===== src/rtl/sv39m_pkg.sv =====
// ---------------------------------------------------------------------------
// Sv39 page table mapper package
// Widths, status codes and beat types shared by the mapper and its checker.
// ---------------------------------------------------------------------------
`default_nettype none

package sv39m_pkg;

  localparam int POOL_PAGES_DEF = 16;
  localparam int PAGE_SHIFT     = 12;
  localparam int PTES_PER_PAGE  = 512;
  localparam int IDX_W          = 9;
  localparam int PPN_W          = 44;
  localparam int VA_W           = 39;
  localparam int PA_W           = 56;
  localparam int VPN_W          = VA_W - PAGE_SHIFT;
  localparam int PTE_W          = 64;
  localparam int SIZE_W         = 32;
  localparam int PERM_W         = 8;

  localparam logic [PPN_W-1:0] POOL_BASE_RESET = PPN_W'(64'h80000);

  localparam logic KIND_LOOKUP = 1'b0;
  localparam logic KIND_MAP    = 1'b1;

  localparam logic [1:0] ST_OK   = 2'd0;
  localparam logic [1:0] ST_MISS = 2'd1;
  localparam logic [1:0] ST_FULL = 2'd2;
  localparam logic [1:0] ST_ZERO = 2'd3;

  typedef struct packed {
    logic              kind;
    logic [VA_W-1:0]   va;
    logic [SIZE_W-1:0] size_bytes;
    logic [PA_W-1:0]   pa;
    logic [PERM_W-1:0] perm;
  } in_t;

  typedef struct packed {
    logic [1:0]       status;
    logic [PA_W-1:0]  pte_address;
    logic [PTE_W-1:0] pte_value;
  } out_t;

endpackage

`default_nettype wire


===== src/rtl/sv39m_ptrmod.sv =====
// ---------------------------------------------------------------------------
// Sv39 mapper pointer reduction
// Turns a table pointer PPN into a pool page: (ppn - base) mod 2^44 mod pages.
// ---------------------------------------------------------------------------
`default_nettype none

module sv39m_ptrmod import sv39m_pkg::*; #(
  parameter int POOL_PAGES = POOL_PAGES_DEF,
  parameter int PW         = (POOL_PAGES > 1) ? $clog2(POOL_PAGES) : 1
) (
  input  wire logic             clk,
  input  wire logic             rst,
  input  wire logic             start,
  input  wire logic [PPN_W-1:0] ppn,
  input  wire logic [PPN_W-1:0] base,
  output logic                  done,
  output logic      [PW-1:0]    page
);

  localparam bit POW2 = ((POOL_PAGES & (POOL_PAGES - 1)) == 0);

  generate
    if (POW2) begin : g_mask
      localparam logic [PW-1:0] PAGE_MASK = PW'(POOL_PAGES - 1);
      logic [PPN_W-1:0] rel;
      logic             done_r;

      always_ff @(posedge clk) begin
        if (rst) begin
          done_r <= 1'b0;
        end else begin
          done_r <= start;
        end
        if (start) begin
          rel <= ppn - base;
        end
      end

      assign done = done_r;
      assign page = rel[PW-1:0] & PAGE_MASK;
    end else begin : g_fold
      // The 44-bit offset is split into four 11-bit chunks, each weighted by
      // 2^(11*i) mod POOL_PAGES, which keeps the sum congruent and below 2^23.
      // A reciprocal multiply then gives a quotient that is low by at most
      // one, so a single conditional subtract finishes the remainder.
      localparam int SUM_W = 23;
      localparam int WT_W  = 10;
      localparam logic [WT_W-1:0]  W1      = WT_W'((64'd1 << 11) % POOL_PAGES);
      localparam logic [WT_W-1:0]  W2      = WT_W'((64'd1 << 22) % POOL_PAGES);
      localparam logic [WT_W-1:0]  W3      = WT_W'((64'd1 << 33) % POOL_PAGES);
      localparam logic [SUM_W-1:0] RECIP   = SUM_W'((64'd1 << SUM_W) / POOL_PAGES);
      localparam logic [SUM_W-1:0] MOD_SUM = SUM_W'(POOL_PAGES);
      localparam logic [PW:0]      MODULUS = (PW+1)'(POOL_PAGES);
      logic [PPN_W-1:0]   rel;
      logic [SUM_W-1:0]   fold;
      logic [SUM_W-1:0]   sum;
      logic [SUM_W-1:0]   sum_d;
      logic [2*SUM_W-1:0] prod;
      logic [SUM_W-1:0]   quo;
      logic [SUM_W-1:0]   back;
      logic [PW:0]        rem_raw;
      logic [PW-1:0]      rem;
      logic [3:0]         vld;
      logic               done_r;

      assign fold = SUM_W'(rel[10:0])
                  + SUM_W'(rel[21:11]) * SUM_W'(W1)
                  + SUM_W'(rel[32:22]) * SUM_W'(W2)
                  + SUM_W'(rel[43:33]) * SUM_W'(W3);
      assign prod = {{SUM_W{1'b0}}, sum} * {{SUM_W{1'b0}}, RECIP};
      assign back = quo * MOD_SUM;

      always_ff @(posedge clk) begin
        if (rst) begin
          vld    <= '0;
          done_r <= 1'b0;
        end else begin
          vld    <= {vld[2:0], start};
          done_r <= vld[3];
        end
        if (start) begin
          rel <= ppn - base;
        end
        if (vld[0]) begin
          sum <= fold;
        end
        if (vld[1]) begin
          quo   <= prod[2*SUM_W-1:SUM_W];
          sum_d <= sum;
        end
        if (vld[2]) begin
          rem_raw <= (PW+1)'(sum_d - back);
        end
        if (vld[3]) begin
          if (rem_raw >= MODULUS) begin
            rem <= PW'(rem_raw - MODULUS);
          end else begin
            rem <= rem_raw[PW-1:0];
          end
        end
      end

      assign done = done_r;
      assign page = rem;
    end
  endgenerate

endmodule

`default_nettype wire


===== config.mk =====
export PLATFORM = sky130hd
export DESIGN_NAME = sv39m_ptrmod
export DESIGN_NICKNAME = d
export VERILOG_FILES = /design/src/rtl/sv39m_pkg.sv /design/src/rtl/sv39m_ptrmod.sv
export SDC_FILE = /design/constraint.sdc
export NUM_CORES = 1
export LEC_CHECK = 0
export BUFFER_PORTS_ARGS = -buffer_cell sky130_fd_sc_hd__clkbuf_2
export CORE_MARGIN = 2
export CORE_UTILIZATION = 17
export DETAILED_ROUTE_END_ITERATION = 12
export GPL_TIMING_DRIVEN = 0
export MAX_ROUTING_LAYER = met4
export PLACE_DENSITY = 0.92
export SETUP_SLACK_MARGIN = 0.02
export SLEW_MARGIN = 10
export SYNTH_ARGS = -nofsm -noshare
export SYNTH_HDL_FRONTEND = slang
export SYNTH_SLANG_ARGS = --single-unit
export TNS_END_PERCENT = 20

===== constraint.sdc =====
create_clock -name clk -period 3.4 [get_ports clk]
set_input_delay 0.34 -clock clk [delete_from_list [all_inputs] [get_ports clk]]
set_output_delay 0.34 -clock clk [all_outputs]
set_load 0.02 [all_outputs]

# Word level (Yosys, flattened, before mapping)

Index checks and enable logic that the tools add are counted.

Memories kept: 0
Register bits after elaboration: 5
Bits in latches: 0
Memory bits (writable): 0
Input port bits: 91
Memory bits (read-only): 0

Multiply operators: 0
Reduce and logical (&&, ||, !) cells: 0
Muxes and demuxes: 0
Shifts and indexed selects: 0
Equality and inequality tests: 0
$lt $le $gt $ge: 0
Bitwise logic cells: 0
Div/mod/pow operators: 0
Add/subtract/negate cells: 1

Operators with widths:

| operator         | number |
|---|---|
| subtractor 4 bit | 1 |

# Depth between registers and ports, before layout

Gate-level depths: netlist of the first run.

Depth in word-level cells: 1
Gate-level depth with buffers: 5

# Least setup slack after synthesis of the first run

OpenSTA, ideal clock, no wires.

Path kind: input to register
Start: input base[2]
End: register g_mask.rel[3] (data pin)
Library setup time: 0.260 ns
Stages: 5
Slack: 2.063 ns
Path buffers: 0
Arrival time: 1.077 ns
Cell sequence: inv_1 > ha_1 > a21o_1 > a31oi_1 > xnor2_1

Word-level cells in the longest chain between the ends: 1

Ends and longest elaborated chain:

| what                   | line               | text |
|---|---|---|
| start: declaration     | sv39m_ptrmod.sv:15 | `input wire logic [PPN_W-1:0] base,` |
| subtractor 4 bit       | sv39m_ptrmod.sv:35 | `rel <= ppn - base;` |
| end signal: assignment | sv39m_ptrmod.sv:35 |  |
| end: declaration       | sv39m_ptrmod.sv:25 | `logic [PPN_W-1:0] rel;` |

No other way between the ends.
A chain may end at the register's enable or synchronous reset.

# Worst setup path in the final report of the first run

Same ends and word-level chain as after synthesis.

==> results_dict.tcl, run 1 <==
set metrics [dict create \
    run_status "finished, final reports clean" \
    min_path_cells 2 \
    path_class "input pin to flop" \
    switching_share_pct 24.9 \
    num_antenna_cells 0 \
    tightestPinTransition_ns 0.176 \
    antenna_found_initial 0 \
    grt_use_total_pct 6.62 \
    internal-power_uw 137 \
    grt_setup_unrepaired "no" \
    finalHoldViolCount 0 \
    syn-cell-area_um2 263 \
    die_area_um2 1880 \
    wl_um 445 \
    area_growth_pct 46.2 \
    clock.fmax_ghz 0.817 \
    place.gp.congestion 0.604 \
    avgSynthCellArea_um2 13.1 \
    grt_max_degree 6 \
    grt_pass1_vias 219 \
    crit_arrival_ns 1.20 \
    power_frac_seq_pct 42.8 \
    hold_buffers 0 \
    post_cts_buffers 0 \
    overflow 0 \
    critPathTopFamily "compound AO/OA/AOI/OAI gates" \
    clock-sinks 5 \
    leakagePower_nw 0.199 \
    initial_core_util_pct 17.9 \
    maxSlewHeadroom_pct 88.2 \
    fillCellCount 170 \
    timing.hold.ws_ns 0.257 \
    ir_worst_vdd_v 0.000124 \
    path_depth 6 \
    startpoint_type "input pin" \
    final-seq-area_um2 140 \
    drive_above_1_share_pct 46.2 \
    max_stage_delay_ns 0.31 \
    power.switching_uw 45.4 \
    drt_pass1_iterations 2 \
    postRouteAntennaNets 0 \
    synth_nets 115 \
    num_io_pins 96 \
    period_needed_ns 1.22 \
    multi_input_area_um2 104 \
    seq_area_frac_synth_pct 53.3 \
    cp_max_fo 3 \
    viasPerCell 3.69 \
    clk_pin_slew_ns 0.04 \
    nets 135 \
    final.period_utilization_pct 36.0 \
    cts_tree "done" \
    cts_resized 0 \
    hp-class "input pin to flop" \
    finalSetupViolations 0 \
    drtIter0Drc 1 \
    syn_inst 20 \
    crit_chain "clkbuf_2 > inv_1 > ha_1 > a21o_1 > a31oi_1 > xnor2_1" \
    maxSlewViolCount 0 \
    tns_ns 0 \
    die_w_um 43.3 \
    p_clk_share_pct 36.4 \
    fp.coreArea_um2 1470 \
    cp_slowest_cell "ha_1" \
    path_buf_inv 2 \
    p_per_area_nw_per_um2 474 \
    place_hpwl_um 394 \
    die_h_um 43.3 \
    required_ns 3.38 \
    cap_violations 0 \
    drt-wirelength-per-cell_um 8.09 \
    rows 14 \
    clock_path_buffers 2 \
    end_kind "flop" \
    tritoncts.num_buffers 3 \
    yosys_warnings 0 \
    ys_seq_elements 5 \
    grt_pass1_wl_um 772 \
    drc 0 \
    vias 203 \
    numPortBuffers 15 \
    synth_cell_types 10 \
    cts_max_level 1 \
    pwr-share-comb_pct 20.7 \
    clockRootBuffer "clkbuf_4" \
]
-- cell families after synthesis --
kind of cell / count (synthesis) / synth area share, %
compound gates: 2 / 5.24
simple gates: 1 / 2.38
fa+ha+maj: 4 / 21.9
flops: 5 / 53.3
xor+xnor: 3 / 10.0
buf+inv: 5 / 7.14
-- final timing paths --
path / start / end
max: base[2] / g_mask.rel[3]
min: rst / done
-- power by group through the flow --
stage	Combinational [mW]	Clock (mW)	Sequential, mW
6_report	0.0377	0.0663	0.0779
2_1_floorplan	0.0131	0	0.0886
5_1_grt	0.0423	0.0720	0.0788
4_1_cts	0.0385	0.0685	0.0782
3_5_place_dp	0.0382	0	0.0792
3_3_place_gp	0.0376	0	0.0785
-- placed cells by master, fill, tap and decap left out --
| cell type | n |
|---|---|
| clkbuf_2 | 15 |
| a21o_1 | 1 |
| xor2_1 | 1 |
| xnor2_1 | 2 |
| a31oi_1 | 1 |
| clkbuf_1 | 1 |
| dfxtp_1 | 1 |
| nor2b_1 | 1 |
| clkbuf_4 | 3 |
| ha_1 | 3 |
| fa_1 | 1 |
| inv_1 | 5 |
| edfxtp_1 | 4 |
-- through the flow --
stage	util, %	instance area, µm²	setup WS [ns]	std cells	total power, mW
floorplan	-	263	2.06	20	0.102
global placement	24.3	358	1.94	51	0.116
detailed placement	24.3	358	1.93	51	0.117
CTS	26.1	384	2.18	55	0.185
global route	26.1	384	2.12	55	0.193
finish	26.1	384	2.18	55	0.182
-- per-layer routing --
metal | global-route usage (%) | wire, µm
met5 | - | 0
met4 | 10.9 | 27
met3 | 1.28 | 35
met2 | 9.85 | 227
met1 | 5.24 | 154
-- state kept, by name (all words and copies together), names as in the netlist --
| name | flops |
|---|---|
| g_mask.rel | 4 |
| done | 1 |
-- final cells by class --
class	count	share of cell area, %
inverter	5	4.89
tap	16	5.21
sequential	5	36.5
clock buffer	4	6.84
timing repair buffer	15	19.5
multi-input combinational	10	27.0
-- synth_stat cells, drive strengths merged --
cell	count	area [µm²]
inv	5	18.8
nor2b	1	6.26
ha	3	37.5
fa	1	20.0
xnor2	2	17.5
dfxtp	1	20.0
edfxtp	4	120
a31oi	1	6.26
a21o	1	7.51
xor2	1	8.76
Note: power is estimated with default switching activity, not from simulation.
==> run 2: changes to the inputs <==
- CORE_UTILIZATION: 17 -> 14
- PLACE_DENSITY: 0.92 -> 0.82
- clock period: 3.4 -> 1 ns (I/O delays scaled with it)
==> run 2 against run 1 <==
  * First-iteration DRC count down 100%
  * Sequential share of layout area down 4.9 points
  * Cell count up 16%
  * Clock-buffer cell count unchanged
  * Critical path type unchanged
  * Critical endpoint is now g_mask.rel[2]
==> results_dict.tcl, run 2 (synthesized netlist as in run 1, its figures left out) <==
set metrics [dict create \
    cp_max_fo 2 \
    layout_commonest_cell "clkbuf_2" \
    min_path_cells 2 \
    gr-max-usage-layer "met4" \
    power_frac_seq_pct 40.8 \
    end_kind "flop" \
    grt_max_degree 6 \
    finalInstanceArea_um2 444 \
    clockRootBuffer "clkbuf_4" \
    tritoncts.num_buffers 3 \
    cp_slowest_cell "fa_2" \
    drt-wirelength-per-cell_um 7.84 \
    post_cts_buffers 0 \
    hold_start "rst" \
    p_per_area_nw_per_um2 1460 \
    clock-sinks 5 \
    met3_usage_pct 2.31 \
    dpl_cell_area_um2 409 \
    drc 0 \
    grt_use_total_pct 6.76 \
    die_area_um2 2240 \
    internal-power_uw 477 \
    num_antenna_cells 0 \
    overflow 0 \
    grt_pass1_wl_um 876 \
    critPathTopFamily "adder cells" \
    rows 15 \
    power.switching_uw 171 \
    path_buf_inv 3 \
    hp-class "input pin to flop" \
    top_register "g_mask.rel" \
    tns_ns 0 \
    pwr-share-comb_pct 23.4 \
    maxSlewViolCount 0 \
    cts_max_level 1 \
    run_status "finished, final reports clean" \
    grt_pass1_vias 225 \
    finalSetupViolations 0 \
    use_met2_pct 8.92 \
    gr-usage-met1_pct 6.24 \
    period_needed_ns 0.947 \
    max_stage_delay_ns 0.37 \
    p_clk_share_pct 35.8 \
    switching_share_pct 26.4 \
    drt_pass1_iterations 1 \
    cts_tree "done" \
    startpoint_type "input pin" \
    cap_violations 0 \
    hold_buffers 0 \
    clk_pin_slew_ns 0.04 \
    whs_endpoint "done" \
    place.gp.congestion 0.632 \
    die_w_um 47.3 \
    fillCellCount 195 \
    leakagePower_nw 0.203 \
    final.period_utilization_pct 94.7 \
    fp.coreArea_um2 1750 \
    crit_chain "clkbuf_8 > inv_12 > ha_4 > inv_2 > fa_2 > xor2_1" \
    grt_setup_unrepaired "no" \
    die_h_um 47.3 \
    clock.fmax_ghz 1.06 \
    maxSlewHeadroom_pct 88.1 \
    final_cell_mix "clkbuf_2, edfxtp_1, inv_1, clkbuf_4" \
    numPortBuffers 15 \
    postRouteAntennaNets 0 \
    vias 210 \
    wl_um 502 \
    nets 135 \
    required_ns 0.99 \
    viasPerCell 3.28 \
    num_io_pins 96 \
    largest_reg_flops 4 \
    clock_path_buffers 2 \
    crit_arrival_ns 0.94 \
    tightestPinTransition_ns 0.177 \
    drive_above_1_share_pct 59.0 \
    drtIter0Drc 0 \
    initial_core_util_pct 15.1 \
    antenna_found_initial 0 \
    ir_worst_vdd_v 0.000262 \
    finalHoldViolCount 0 \
    area_growth_pct 69.0 \
    place_hpwl_um 454 \
    path_class "input pin to flop" \
]
==> run 2: final cells by class <==
class | count | area, µm² | share of cell area (%)
Multi-Input combinational cell | 10 | 131 | 29.6
Inverter | 5 | 31.3 | 7.04
Tap cell | 25 | 31.3 | 7.04
Sequential cell | 5 | 140 | 31.5
Timing Repair Buffer | 15 | 83.8 | 18.9
Clock buffer | 4 | 26.3 | 5.92
==> run 2: how the worst max path moves through the flow <==
stage	start	to	slack [ns]	depth (start not counted)
global route	ppn[0]	g_mask.rel[2]	0.03	6
floorplan	ppn[0]	g_mask.rel[2]	-0.04	5
detailed placement	ppn[0]	g_mask.rel[2]	-0.27	6
finish	ppn[0]	g_mask.rel[2]	0.05	6
global placement	ppn[0]	g_mask.rel[2]	-0.25	6
CTS	ppn[0]	g_mask.rel[2]	0.03	6
==> run 2: power by group through the flow <==
stage          Sequential [mW]  Combinational, mW  Clock [mW]
2_1_floorplan            0.301             0.0553           0
3_3_place_gp             0.267              0.146           0
3_5_place_dp             0.270              0.151           0
4_1_cts                  0.266              0.156       0.237
5_1_grt                  0.266              0.173       0.266
6_report                 0.265              0.152       0.232
==> run 2: routing by layer <==
metal	wire length (µm)	share of wire, %
met4	32	6.4
met2	246	49
met3	50	10
met1	172	34
met5	0	0
==> run 2: per-stage QoR <==
step                utilization, %  setup WS [ns]  total power [mW]  cells  hold WS, ns
floorplan                        -        -0.0446             0.356     20        0.172
global placement              23.4         -0.255             0.413     60        0.262
detailed placement            23.4         -0.267             0.421     60        0.261
CTS                           25.4         0.0293             0.659     64      0.00423
global route                  25.4         0.0298             0.705     64     0.000390
finish                        25.4         0.0534             0.649     64      0.00663
==> run 2: timing repair <==
action,CTS,global route
resized for setup,2,0
pin swaps,0,1
endpoints found under the setup margin,1,1
==> run 3: changes to the inputs <==
- SKIP_LAST_GASP: unset -> 1
- clock period: 1 -> 0.8 ns (I/O delays scaled with it)
==> run 3 against run 2 <==
  * The run now ends with negative setup slack left
  * Sequential power increased by 25%
  * Cell count increased by 6.3%
  * Sequential share of layout area decreased by 3.7 points
  * Highest routed layer unchanged
==> results_dict.tcl, run 3 (synthesized netlist as in run 1, its figures left out) <==
set metrics [dict create \
    startpoint_type "input pin" \
    critPathTopFamily "adder cells" \
    p_per_area_nw_per_um2 1690 \
    num_io_pins 96 \
    finalInstanceArea_um2 503 \
    grt_max_degree 6 \
    run_status "finished, violations left" \
    finalSetupViolations 7 \
    violations "negative setup slack" \
    clock_path_buffers 2 \
    end_kind "flop" \
    fin_cells 68 \
    maxSlewViolCount 0 \
    ir_worst_vdd_v 0.000338 \
    rows 15 \
    die_h_um 47.3 \
    postRouteAntennaNets 0 \
    crit_arrival_ns 0.86 \
    drtIter0Drc 0 \
    period_needed_ns 0.872 \
    grt_pass1_vias 249 \
    switching_share_pct 26.2 \
    timing.hold.ws_ns 0.116 \
    die_area_um2 2240 \
    largest_reg_flops 4 \
    cap_violations 0 \
    vias 231 \
    area_growth_pct 91.4 \
    clockRootBuffer "clkbuf_4" \
    power_frac_seq_pct 39.0 \
    drt_pass1_iterations 1 \
    fp.coreArea_um2 1750 \
    layout_commonest_cell "clkbuf_2" \
    cp_max_fo 2 \
    finalHoldViolCount 0 \
    grt_setup_unrepaired "yes" \
    internal-power_uw 626 \
    tritoncts.num_buffers 3 \
    dpl_cell_area_um2 409 \
    cts_max_level 1 \
    path_class "input pin to flop" \
    place_hpwl_um 454 \
    num_antenna_cells 0 \
    path_buf_inv 3 \
    clock.fmax_ghz 1.15 \
    final_cell_mix "clkbuf_2, edfxtp_1, clkbuf_4, buf_4" \
    drt-wirelength-per-cell_um 8.04 \
    place.gp.congestion 0.632 \
    cp_slowest_cell "fa_2" \
    drive_above_1_share_pct 67.4 \
    pwr-share-comb_pct 26.8 \
    power.switching_uw 222 \
    crit_chain "clkbuf_16 > inv_12 > ha_4 > inv_2 > fa_2 > xor2_1" \
    antenna_found_initial 0 \
    p_clk_share_pct 34.1 \
    tightestPinTransition_ns 0.165 \
    top_register "g_mask.rel" \
    required_ns 0.79 \
    grt_pass1_wl_um 897 \
    die_w_um 47.3 \
    maxSlewHeadroom_pct 88.9 \
    nets 139 \
    viasPerCell 3.40 \
    wl_um 547 \
    final.period_utilization_pct 109 \
    cts_tree "done" \
    clk_pin_slew_ns 0.04 \
    hp-class "input pin to flop" \
    leakagePower_nw 0.226 \
    overflow 0 \
    clock-sinks 5 \
    initial_core_util_pct 15.1 \
    place_inst 60 \
    max_stage_delay_ns 0.32 \
    timing.final.ws_setup_ns -0.0721 \
    drc 0 \
    numPortBuffers 15 \
    grt_use_total_pct 6.76 \
]
[run 3: per-layer routing]
layer / global-route usage (%) / up-vias / share of wire (%)
met1: 6.00 / 103 / 32
met4: 10.0 / 0 / 5.9
met2: 9.19 / 13 / 53
li1: - / 111 / -
met3: 2.31 / 4 / 9.1
met5: - / - / 0
[run 3: path summary, 6_finish.rpt]
path / from / end / cells after the start
max: ppn[0] / g_mask.rel[2] / 6
min: start / g_mask.rel[1] / 1
[run 3: power by group through the flow]
| stage | registers, mW | logic, mW | clock network, mW |
|---|---|---|---|
| after floorplan | 0.376 | 0.0692 | 0 |
| after global placement | 0.334 | 0.183 | 0 |
| after detailed placement | 0.337 | 0.189 | 0 |
| after CTS | 0.333 | 0.220 | 0.296 |
| after global routing | 0.332 | 0.253 | 0.332 |
| final | 0.331 | 0.227 | 0.290 |
[run 3: repair_timing]
action,4_1_cts,5_1_grt
setup buffers,3,0
resized for setup,4,4
setup endpoints to repair,8,8
endpoints found under the hold margin,1,0
pin swaps,5,3
hold buffers,1,0
[run 3: through the flow]
step / util [%] / total power [mW] / worst slack [ns] / setup TNS, ns
after floorplan: - / 0.446 / -0.225 / -0.586
after global placement: 23.4 / 0.517 / -0.435 / -1.14
after detailed placement: 23.4 / 0.526 / -0.447 / -1.18
after CTS: 28.0 / 0.849 / -0.0759 / -0.404
after global routing: 28.8 / 0.918 / -0.0961 / -0.573
final: 28.8 / 0.848 / -0.0721 / -0.352
[run 3: cell type report]
type,instances,area [µm²]
repair buffers,19,134
inverters,5,31.3
flip-flops and latches,5,140
multi-input cells,10,140
well taps,25,31.3
fillers,196,1240
clock buffers,4,26.3
